### src/hdl/mouse_gesture_recognizer_defines.svh
// ----------------------------------------------------------------------------
// Mouse gesture recognizer assertion macros
// Shared property wrappers, clocked on clk, off during reset.
// ----------------------------------------------------------------------------
`ifndef MOUSE_GESTURE_RECOGNIZER_DEFINES_SVH
`define MOUSE_GESTURE_RECOGNIZER_DEFINES_SVH

// same-cycle implication
`define MGR_ASSERT_NOW(lbl, ante, cons, msg) \
	lbl: assert property (@(posedge clk) disable iff (!arst_n) (ante) |-> (cons)) \
		else $error(msg);

// next-cycle implication
`define MGR_ASSERT_NEXT(lbl, ante, cons, msg) \
	lbl: assert property (@(posedge clk) disable iff (!arst_n) (ante) |=> (cons)) \
		else $error(msg);

`endif

### src/hdl/mgr_pkg.sv
// ----------------------------------------------------------------------------
// Mouse gesture recognizer package
// Word types, command and gesture codes, fixed widths.
// ----------------------------------------------------------------------------
package mgr_pkg;

	localparam int ENTRY_W   = 30;
	localparam int CFG_IDX_W = 3;

	localparam logic [1:0] CMD_DOWN = 2'd0;
	localparam logic [1:0] CMD_UP   = 2'd1;
	localparam logic [1:0] CMD_MOVE = 2'd2;

	localparam logic [2:0] GT_NONE   = 3'd0;
	localparam logic [2:0] GT_LEFT   = 3'd1;
	localparam logic [2:0] GT_RIGHT  = 3'd2;
	localparam logic [2:0] GT_UP     = 3'd3;
	localparam logic [2:0] GT_DOWN   = 3'd4;
	localparam logic [2:0] GT_SCROLL = 3'd5;

	localparam logic [1:0] KIND_NONE   = 2'd0;
	localparam logic [1:0] KIND_ACTION = 2'd1;
	localparam logic [1:0] KIND_SCROLL = 2'd2;

	// 30 * 30
	localparam logic [32:0] MIN_D2 = 33'd900;
	// ceil(2^18 / 5): exact quotient for 17-bit magnitudes
	localparam logic [15:0] RECIP5 = 16'd52429;

	typedef struct packed {
		logic [7:0]  action;
		logic [15:0] thr;
		logic [2:0]  gtype;
		logic [2:0]  button;
	} entry_t;

	typedef struct packed {
		logic [1:0]         cmd;
		logic [2:0]         button;
		logic signed [15:0] pos_x;
		logic signed [15:0] pos_y;
	} ev_t;

	typedef struct packed {
		logic [1:0]         kind;
		logic [7:0]         action_code;
		logic signed [15:0] scroll_x;
		logic signed [15:0] scroll_y;
		logic               suppress;
	} res_t;

endpackage

### src/hdl/mouse_gesture_recognizer.sv
// ----------------------------------------------------------------------------
// Mouse gesture recognizer
// Tracks a trigger button and turns pointer moves into swipe actions or
// divide-by-five scroll steps, per a small table of gesture entries.
// ----------------------------------------------------------------------------
//  port group  dir  handshake            word
//  ev          in   ev_valid / ev_stall  ev_t  (cmd, button, pos_x, pos_y)
//  res         out  res_valid / res_stall res_t (kind, action, scroll, suppress)
//  cfg         in   cfg_valid / cfg_ready cfg_index, cfg_data (entry word)
//
//  One word per cycle sustained unless a full result register is stalled;
//  words pass the input register, then the result register; the entry scan,
//  squares and divide by five all sit between them, closing the state loop.
//  Squared thresholds are formed when an entry is written.
//  arst_n clears gesture state and all entries to zero.
//  ev_stall rises only when the input register holds a word and the result
//  register is full and stalled.
// ----------------------------------------------------------------------------
`include "mouse_gesture_recognizer_defines.svh"

module mouse_gesture_recognizer
	import mgr_pkg::*;
#(
	parameter int ENTRY_COUNT = 4
) (
	input  logic                 clk,
	input  logic                 arst_n,
	input  logic                 ev_valid,
	output logic                 ev_stall,
	input  ev_t                  ev,
	output logic                 res_valid,
	input  logic                 res_stall,
	output res_t                 res,
	input  logic                 cfg_valid,
	output logic                 cfg_ready,
	input  logic [CFG_IDX_W-1:0] cfg_index,
	input  logic [ENTRY_W-1:0]   cfg_data
);

	// ---------------- entry table ----------------
	entry_t      entry_q  [ENTRY_COUNT];
	logic [31:0] thr_sq_q [ENTRY_COUNT];
	entry_t      cfg_entry;
	logic [31:0] cfg_thr_sq;

	assign cfg_ready  = 1'b1;
	assign cfg_entry  = entry_t'(cfg_data);
	assign cfg_thr_sq = 32'(cfg_entry.thr) * 32'(cfg_entry.thr);

	for (genvar g = 0; g < ENTRY_COUNT; g++) begin : g_entry
		always_ff @(posedge clk or negedge arst_n) begin
			if (!arst_n) begin
				entry_q[g]  <= '0;
				thr_sq_q[g] <= '0;
			end else if (cfg_valid && cfg_ready && cfg_index == CFG_IDX_W'(g)) begin
				entry_q[g]  <= cfg_entry;
				thr_sq_q[g] <= cfg_thr_sq;
			end
		end
	end

	// ---------------- input register ----------------
	ev_t  ev_s1;
	logic valid_s1;
	logic adv;
	logic step;
	logic res_valid_q;
	res_t res_q;

	assign adv      = !res_valid_q || !res_stall;
	assign ev_stall = valid_s1 && !adv;
	assign step     = valid_s1 && adv;

	always_ff @(posedge clk or negedge arst_n) begin
		if (!arst_n) begin
			valid_s1 <= 1'b0;
		end else if (!ev_stall) begin
			valid_s1 <= ev_valid;
		end
	end

	always_ff @(posedge clk) begin
		if (ev_valid && !ev_stall) begin
			ev_s1 <= ev;
		end
	end

	// ---------------- gesture state ----------------
	logic [2:0]         active_q, active_d;
	logic signed [15:0] start_x_q, start_y_q, start_x_d, start_y_d;
	logic signed [15:0] last_x_q, last_y_q, last_x_d, last_y_d;
	logic               fired_q, fired_d;
	logic               scroll_q, scroll_d;
	// remainders never leave -4..4
	logic signed [3:0]  rem_x_q, rem_y_q, rem_x_d, rem_y_d;
	res_t               res_d;

	// signed divide by five, truncating; returns {quotient[15:0], remainder[3:0]}
	function automatic logic [19:0] div5(input logic signed [17:0] a);
		logic [17:0] neg_a;
		logic [16:0] mag;
		logic [32:0] prod;
		logic [14:0] q;
		logic [16:0] q5;
		logic [16:0] r;
		logic [15:0] qe;
		logic [3:0]  re;
		neg_a = -a;
		mag   = a[17] ? neg_a[16:0] : a[16:0];
		prod  = 33'(mag) * 33'(RECIP5);
		q     = prod[32:18];
		q5    = {q, 2'b00} + 17'(q);
		r     = mag - q5;
		qe    = {1'b0, q};
		re    = {1'b0, r[2:0]};
		if (a[17]) begin
			qe = 16'd0 - qe;
			re = 4'd0 - re;
		end
		return {qe, re};
	endfunction

	// geometry from the start point and from the last point
	logic signed [16:0] dx, dy, mx, my;
	logic [16:0]        ndx, ndy;
	logic [15:0]        adx, ady;
	logic [32:0]        d2;
	logic [2:0]         gest;
	logic signed [17:0] acc_x, acc_y;
	logic [19:0]        dv_x, dv_y;
	logic               has_entry;

	assign dx  = $signed({ev_s1.pos_x[15], ev_s1.pos_x}) - $signed({start_x_q[15], start_x_q});
	assign dy  = $signed({ev_s1.pos_y[15], ev_s1.pos_y}) - $signed({start_y_q[15], start_y_q});
	assign mx  = $signed({ev_s1.pos_x[15], ev_s1.pos_x}) - $signed({last_x_q[15], last_x_q});
	assign my  = $signed({ev_s1.pos_y[15], ev_s1.pos_y}) - $signed({last_y_q[15], last_y_q});
	assign ndx = -dx;
	assign ndy = -dy;
	assign adx = dx[16] ? ndx[15:0] : dx[15:0];
	assign ady = dy[16] ? ndy[15:0] : dy[15:0];
	assign d2  = 33'(32'(adx) * 32'(adx)) + 33'(32'(ady) * 32'(ady));

	always_comb begin
		if (d2 < MIN_D2) begin
			gest = GT_NONE;
		end else if (adx > ady) begin
			gest = dx[16] ? GT_LEFT : GT_RIGHT;
		end else begin
			gest = (!dy[16] && dy != '0) ? GT_DOWN : GT_UP;
		end
	end

	assign acc_x = $signed({mx[16], mx}) + $signed({{14{rem_x_q[3]}}, rem_x_q});
	assign acc_y = $signed({my[16], my}) + $signed({{14{rem_y_q[3]}}, rem_y_q});
	assign dv_x  = div5(acc_x);
	assign dv_y  = div5(acc_y);

	always_comb begin
		has_entry = 1'b0;
		for (int i = 0; i < ENTRY_COUNT; i++) begin
			if (entry_q[i].button != '0 && entry_q[i].button == ev_s1.button) begin
				has_entry = 1'b1;
			end
		end
	end

	// first matching entry wins
	logic       hit_scroll, hit_fire, done;
	logic [7:0] hit_action;

	always_comb begin
		hit_scroll = 1'b0;
		hit_fire   = 1'b0;
		done       = 1'b0;
		hit_action = '0;
		for (int i = 0; i < ENTRY_COUNT; i++) begin
			if (!done && entry_q[i].button != '0 && entry_q[i].button == active_q) begin
				if (entry_q[i].gtype == GT_SCROLL) begin
					hit_scroll = 1'b1;
					done       = 1'b1;
				end else if (!fired_q && d2 >= {1'b0, thr_sq_q[i]} &&
				             gest != GT_NONE && gest == entry_q[i].gtype) begin
					hit_fire   = 1'b1;
					hit_action = entry_q[i].action;
					done       = 1'b1;
				end
			end
		end
	end

	always_comb begin
		active_d  = active_q;
		start_x_d = start_x_q;
		start_y_d = start_y_q;
		last_x_d  = last_x_q;
		last_y_d  = last_y_q;
		fired_d   = fired_q;
		scroll_d  = scroll_q;
		rem_x_d   = rem_x_q;
		rem_y_d   = rem_y_q;
		res_d     = '0;
		case (ev_s1.cmd)
			CMD_DOWN: begin
				if (has_entry) begin
					active_d       = ev_s1.button;
					start_x_d      = ev_s1.pos_x;
					start_y_d      = ev_s1.pos_y;
					last_x_d       = ev_s1.pos_x;
					last_y_d       = ev_s1.pos_y;
					fired_d        = 1'b0;
					scroll_d       = 1'b0;
					rem_x_d        = '0;
					rem_y_d        = '0;
					res_d.suppress = 1'b1;
				end
			end
			CMD_UP: begin
				if (ev_s1.button == active_q) begin
					res_d.suppress = fired_q || scroll_q;
					active_d       = '0;
					fired_d        = 1'b0;
					scroll_d       = 1'b0;
				end
			end
			CMD_MOVE: begin
				if (active_q != '0) begin
					last_x_d = ev_s1.pos_x;
					last_y_d = ev_s1.pos_y;
					if (!fired_q || scroll_q) begin
						if (hit_scroll) begin
							scroll_d = 1'b1;
							rem_x_d  = $signed(dv_x[3:0]);
							rem_y_d  = $signed(dv_y[3:0]);
							if (dv_x[19:4] != '0 || dv_y[19:4] != '0) begin
								res_d.kind     = KIND_SCROLL;
								res_d.scroll_x = $signed(dv_x[19:4]);
								res_d.scroll_y = $signed(dv_y[19:4]);
							end
						end else if (hit_fire) begin
							fired_d           = 1'b1;
							res_d.kind        = KIND_ACTION;
							res_d.action_code = hit_action;
						end
					end
				end
			end
			default: begin
			end
		endcase
	end

	always_ff @(posedge clk or negedge arst_n) begin
		if (!arst_n) begin
			active_q  <= '0;
			start_x_q <= '0;
			start_y_q <= '0;
			last_x_q  <= '0;
			last_y_q  <= '0;
			fired_q   <= 1'b0;
			scroll_q  <= 1'b0;
			rem_x_q   <= '0;
			rem_y_q   <= '0;
		end else if (step) begin
			active_q  <= active_d;
			start_x_q <= start_x_d;
			start_y_q <= start_y_d;
			last_x_q  <= last_x_d;
			last_y_q  <= last_y_d;
			fired_q   <= fired_d;
			scroll_q  <= scroll_d;
			rem_x_q   <= rem_x_d;
			rem_y_q   <= rem_y_d;
		end
	end

	// ---------------- result register ----------------
	always_ff @(posedge clk or negedge arst_n) begin
		if (!arst_n) begin
			res_valid_q <= 1'b0;
		end else if (adv) begin
			res_valid_q <= valid_s1;
		end
	end

	always_ff @(posedge clk) begin
		if (step) begin
			res_q <= res_d;
		end
	end

	assign res_valid = res_valid_q;
	assign res       = res_q;

	// ---------------- checks ----------------
	`MGR_ASSERT_NOW(a_idle_clean, active_q == '0, !fired_q && !scroll_q, "flags set with no trigger")
	`MGR_ASSERT_NOW(a_rem_range, 1'b1, rem_x_q >= -4 && rem_x_q <= 4 && rem_y_q >= -4 && rem_y_q <= 4, "scroll remainder out of range")
	`MGR_ASSERT_NEXT(a_fired_quiet, step && fired_q && !scroll_q, res_q.kind == KIND_NONE, "result after swipe already fired")
	`MGR_ASSERT_NEXT(a_s1_hold, valid_s1 && !adv, valid_s1 && $stable(ev_s1), "input register lost a word")

endmodule

### config.mk
export PLATFORM = sky130hd
export DESIGN_NAME = mouse_gesture_recognizer
export DESIGN_NICKNAME = d
export VERILOG_FILES = /design/src/hdl/mgr_pkg.sv /design/src/hdl/mouse_gesture_recognizer.sv
export VERILOG_INCLUDE_DIRS = /design/src /design/src/hdl
export SDC_FILE = /design/constraint.sdc
export NUM_CORES = 2
export LEC_CHECK = 0
export BUFFER_PORTS_ARGS = -buffer_cell sky130_fd_sc_hd__buf_2
export CAP_MARGIN = 10
export CORE_ASPECT_RATIO = 1.1
export CORE_MARGIN = 2
export CORE_UTILIZATION = 60
export CTS_BUF_LIST = sky130_fd_sc_hd__clkbuf_2 sky130_fd_sc_hd__clkbuf_4 sky130_fd_sc_hd__clkbuf_8
export DETAILED_ROUTE_END_ITERATION = 8
export MAX_ROUTING_LAYER = met4
export PLACE_DENSITY = 0.89
export SKIP_CTS_REPAIR_TIMING = 1
export SYNTH_ARGS = -nofsm -noshare
export SYNTH_HDL_FRONTEND = slang
export SYNTH_SLANG_ARGS = --single-unit
### constraint.sdc
create_clock -name clk -period 28.5 [get_ports clk]
set_input_delay 4.275 -clock clk [delete_from_list [all_inputs] [get_ports clk]]
set_output_delay 4.275 -clock clk [all_outputs]
set_load 0.005 [all_outputs]
==> metrics <==
status=completed; initial antenna violation count=6; worst-margin pin slew=1.151 ns; CTS tree=done; Iter 0 DRT Violations=3297; Worst Path Required=28.88 ns; largest cells by area after synthesis=fa_1 27%, ha_1 17%, dfrtp_1 12%; H-tree level count=2; R2R depth=46; slowest stage delay, CP=0.75 ns; Syn Nets=7759; share of layout cells above drive strength 1=6.944%; Fillers=7113; antenna viol nets, final=0; DR vias=43650; EDFF count, synth=80; fin crit share=55.07%; Yosys warnings=0; count leader, synth=inv_1; #FFs+latches synth=339; Detailed Routing Iterations Pass 1=6; vias per cell=5.795; GRT overflow=0; largest net degree at the start of global routing=123; CTS sink cnt=339; max-cap viol count=0; final hold vios=0; clk_lat worst skew=0.71 ns; most instantiated cells after synthesis=1400 x inv_1, 764 x fa_1, 764 x ha_1, 484 x nand2_1, 379 x nor2_1; setup TNS=0 ns; cell taking the most area after synthesis=fa_1; CTS buffer count=59; routed length per instance=19.24 um; Die Y=324.0 um; Final Max Slew Viols=0; HPWL after DPL=119.5 mm; highest clock rate=0.06371 GHz; drt total wl=144.9 mm; area grow syn2layout=6.072%; Max-slew headroom=22.46%; Min-Delay Path Class=flop to flop; GR Util All Layers=32.19%; Async S/R FF share, synth=76.40%; post-synth top area share=27.38%; post-layout min period=15.70 ns; # nets final=7833; critical path peak fanout=33; Most used DFF post-synth=dfrtp_1; Ports=121; clock skew=0.07459 ns; Initial Utilization=60.48%; WP buf/inv=7; Worst Hold Depth=2; CTS root buffer=clkbuf_8; Worst Setup SP=ev_s1[1]; IO Port Bufs=119; # rows=117; RSZ-0062 raised after global routing=no; Die X-Extent=294.9 um; Startpoint Class=flop; Critical Path Sink Type=flop; number of global-route vias before repair=45990; Mean Syn Cell Area=9.075 um2; Levels on crit path=46; final count of negative-setup-slack endpoints=0; clk slew on worst S/H paths=0.07 ns; clock buffer depth=3; Critical-path top delay cell=xnor2_2; Top delay family on crit path=adder cells; Worst Path Arrival=16.07 ns; RR Startpoint=ev_s1[1]; area of the die=95570 um2; core area=92370 um2; Mapped Cells=6156; most frequent CP cell=fa_1; post-synthesis sequential area ratio=15.90%; first-pass GRT wire length=236.3 mm; synth unique cells=114; GP Congestion=1.042; drt drc=0; critical path class=flop to flop; HP Start=thr_sq_q[44]; Mapped Area=55870 um2
## tightest hold or removal path, delay by kind of cell, from the launching register on
family | cells | cell delay, ns
AO/OA/AOI/OAI | 1 | 0.06
flip-flops | 1 | 0.34
AND/OR/NAND/NOR | 1 | 0.05
## cell usage in the layout, fill, tap and decap left out, types with 23 or more instances in the layout
master,n
a211oi_1,30
a21o_1,116
a21oi_1,201
a31oi_1,25
and2_1,71
and3_1,27
buf_2,118
buf_4,45
clkbuf_8,69
dfrtp_1,259
edfxtp_1,80
fa_1,764
ha_1,764
inv_1,1400
mux2_2,69
nand2_1,483
nand2b_1,31
nand3_1,63
nand4_1,41
nor2_1,378
nor2b_1,34
nor3_1,93
o21a_1,30
o21ai_0,291
o21bai_1,26
o31ai_1,23
or2_2,25
or3_1,38
xnor2_1,140
xor2_1,106
## stage by stage
stage               cell area (um2)  std cells  hold WS (ns)  util, %  setup slack, ns
global route                  59250       7531        0.5064    64.15            12.01
detailed placement            57850       7418        0.4694    62.62            13.28
finish                        59260       7533        0.4816    64.15            12.80
global placement              57850       7418        0.4621    62.62            13.70
CTS                           59250       7528        0.4826    64.14            13.22
floorplan                     55870       6156        0.4492        -            14.96
## per-layer routing
metal / vias up / GRT usage (%) / wire length, um
li1: 19970 / - / -
met1: 21590 / 39.25 / 56750
met2: 1689 / 54.17 / 71100
met3: 403 / 4.447 / 10640
met4: 0 / 12.87 / 6436
met5: - / - / 0
## cell type report
class | count | area, um2 | share of cell area (%)
clock buffer | 91 | 1115 | 1.881
sequential | 339 | 8884 | 14.99
timing repair buffer | 164 | 943.4 | 1.592
inverter | 1420 | 5330 | 8.995
tap | 1249 | 1563 | 2.637
clock inverter | 19 | 284.0 | 0.4793
multi-input combinational | 4246 | 41130 | 69.40
antenna | 5 | 12.51 | 0.02111
## final timing paths
| path | end | slack, ns |
|---|---|---|
| min reg2reg | thr_sq_q[44] | 0.48 |
| max | res[22] | 12.80 |
| min | thr_sq_q[44] | 0.48 |
| max in group asynchronous | rem_y_q[2] | 23.16 |
| max reg2reg | res[22] | 12.80 |
| min in group asynchronous | thr_sq_q[36] | 3.68 |
## kinds of logic after synthesis
| logic type | after synthesis | share of synthesized area [%] |
|---|---|---|
| buf+inv | 1571 | 10.63 |
| fa+ha+maj | 1528 | 44.49 |
| simple gates | 1402 | 11.81 |
| compound gates | 974 | 11.39 |
| flops | 339 | 15.90 |
| xor+xnor | 256 | 4.065 |
| mux | 85 | 1.700 |
| other cells | 1 | 0.006712 |
## registers in the layout, indices dropped and copies added, names as in the netlist
name and cells:
active_q 3, entry_q 56, scroll_q 1, thr_sq_q 124
start_x_q 16, last_x_q 16, res 43, fired_q 1
start_y_q 16, rem_y_q 4, valid_s1 1, last_y_q 16
rem_x_q 4, res_valid 1, ev_s1 37
Power is left out: the tool's default activity adds up to more than one toggle a clock period on the data nets, which glitch-free logic cannot reach.
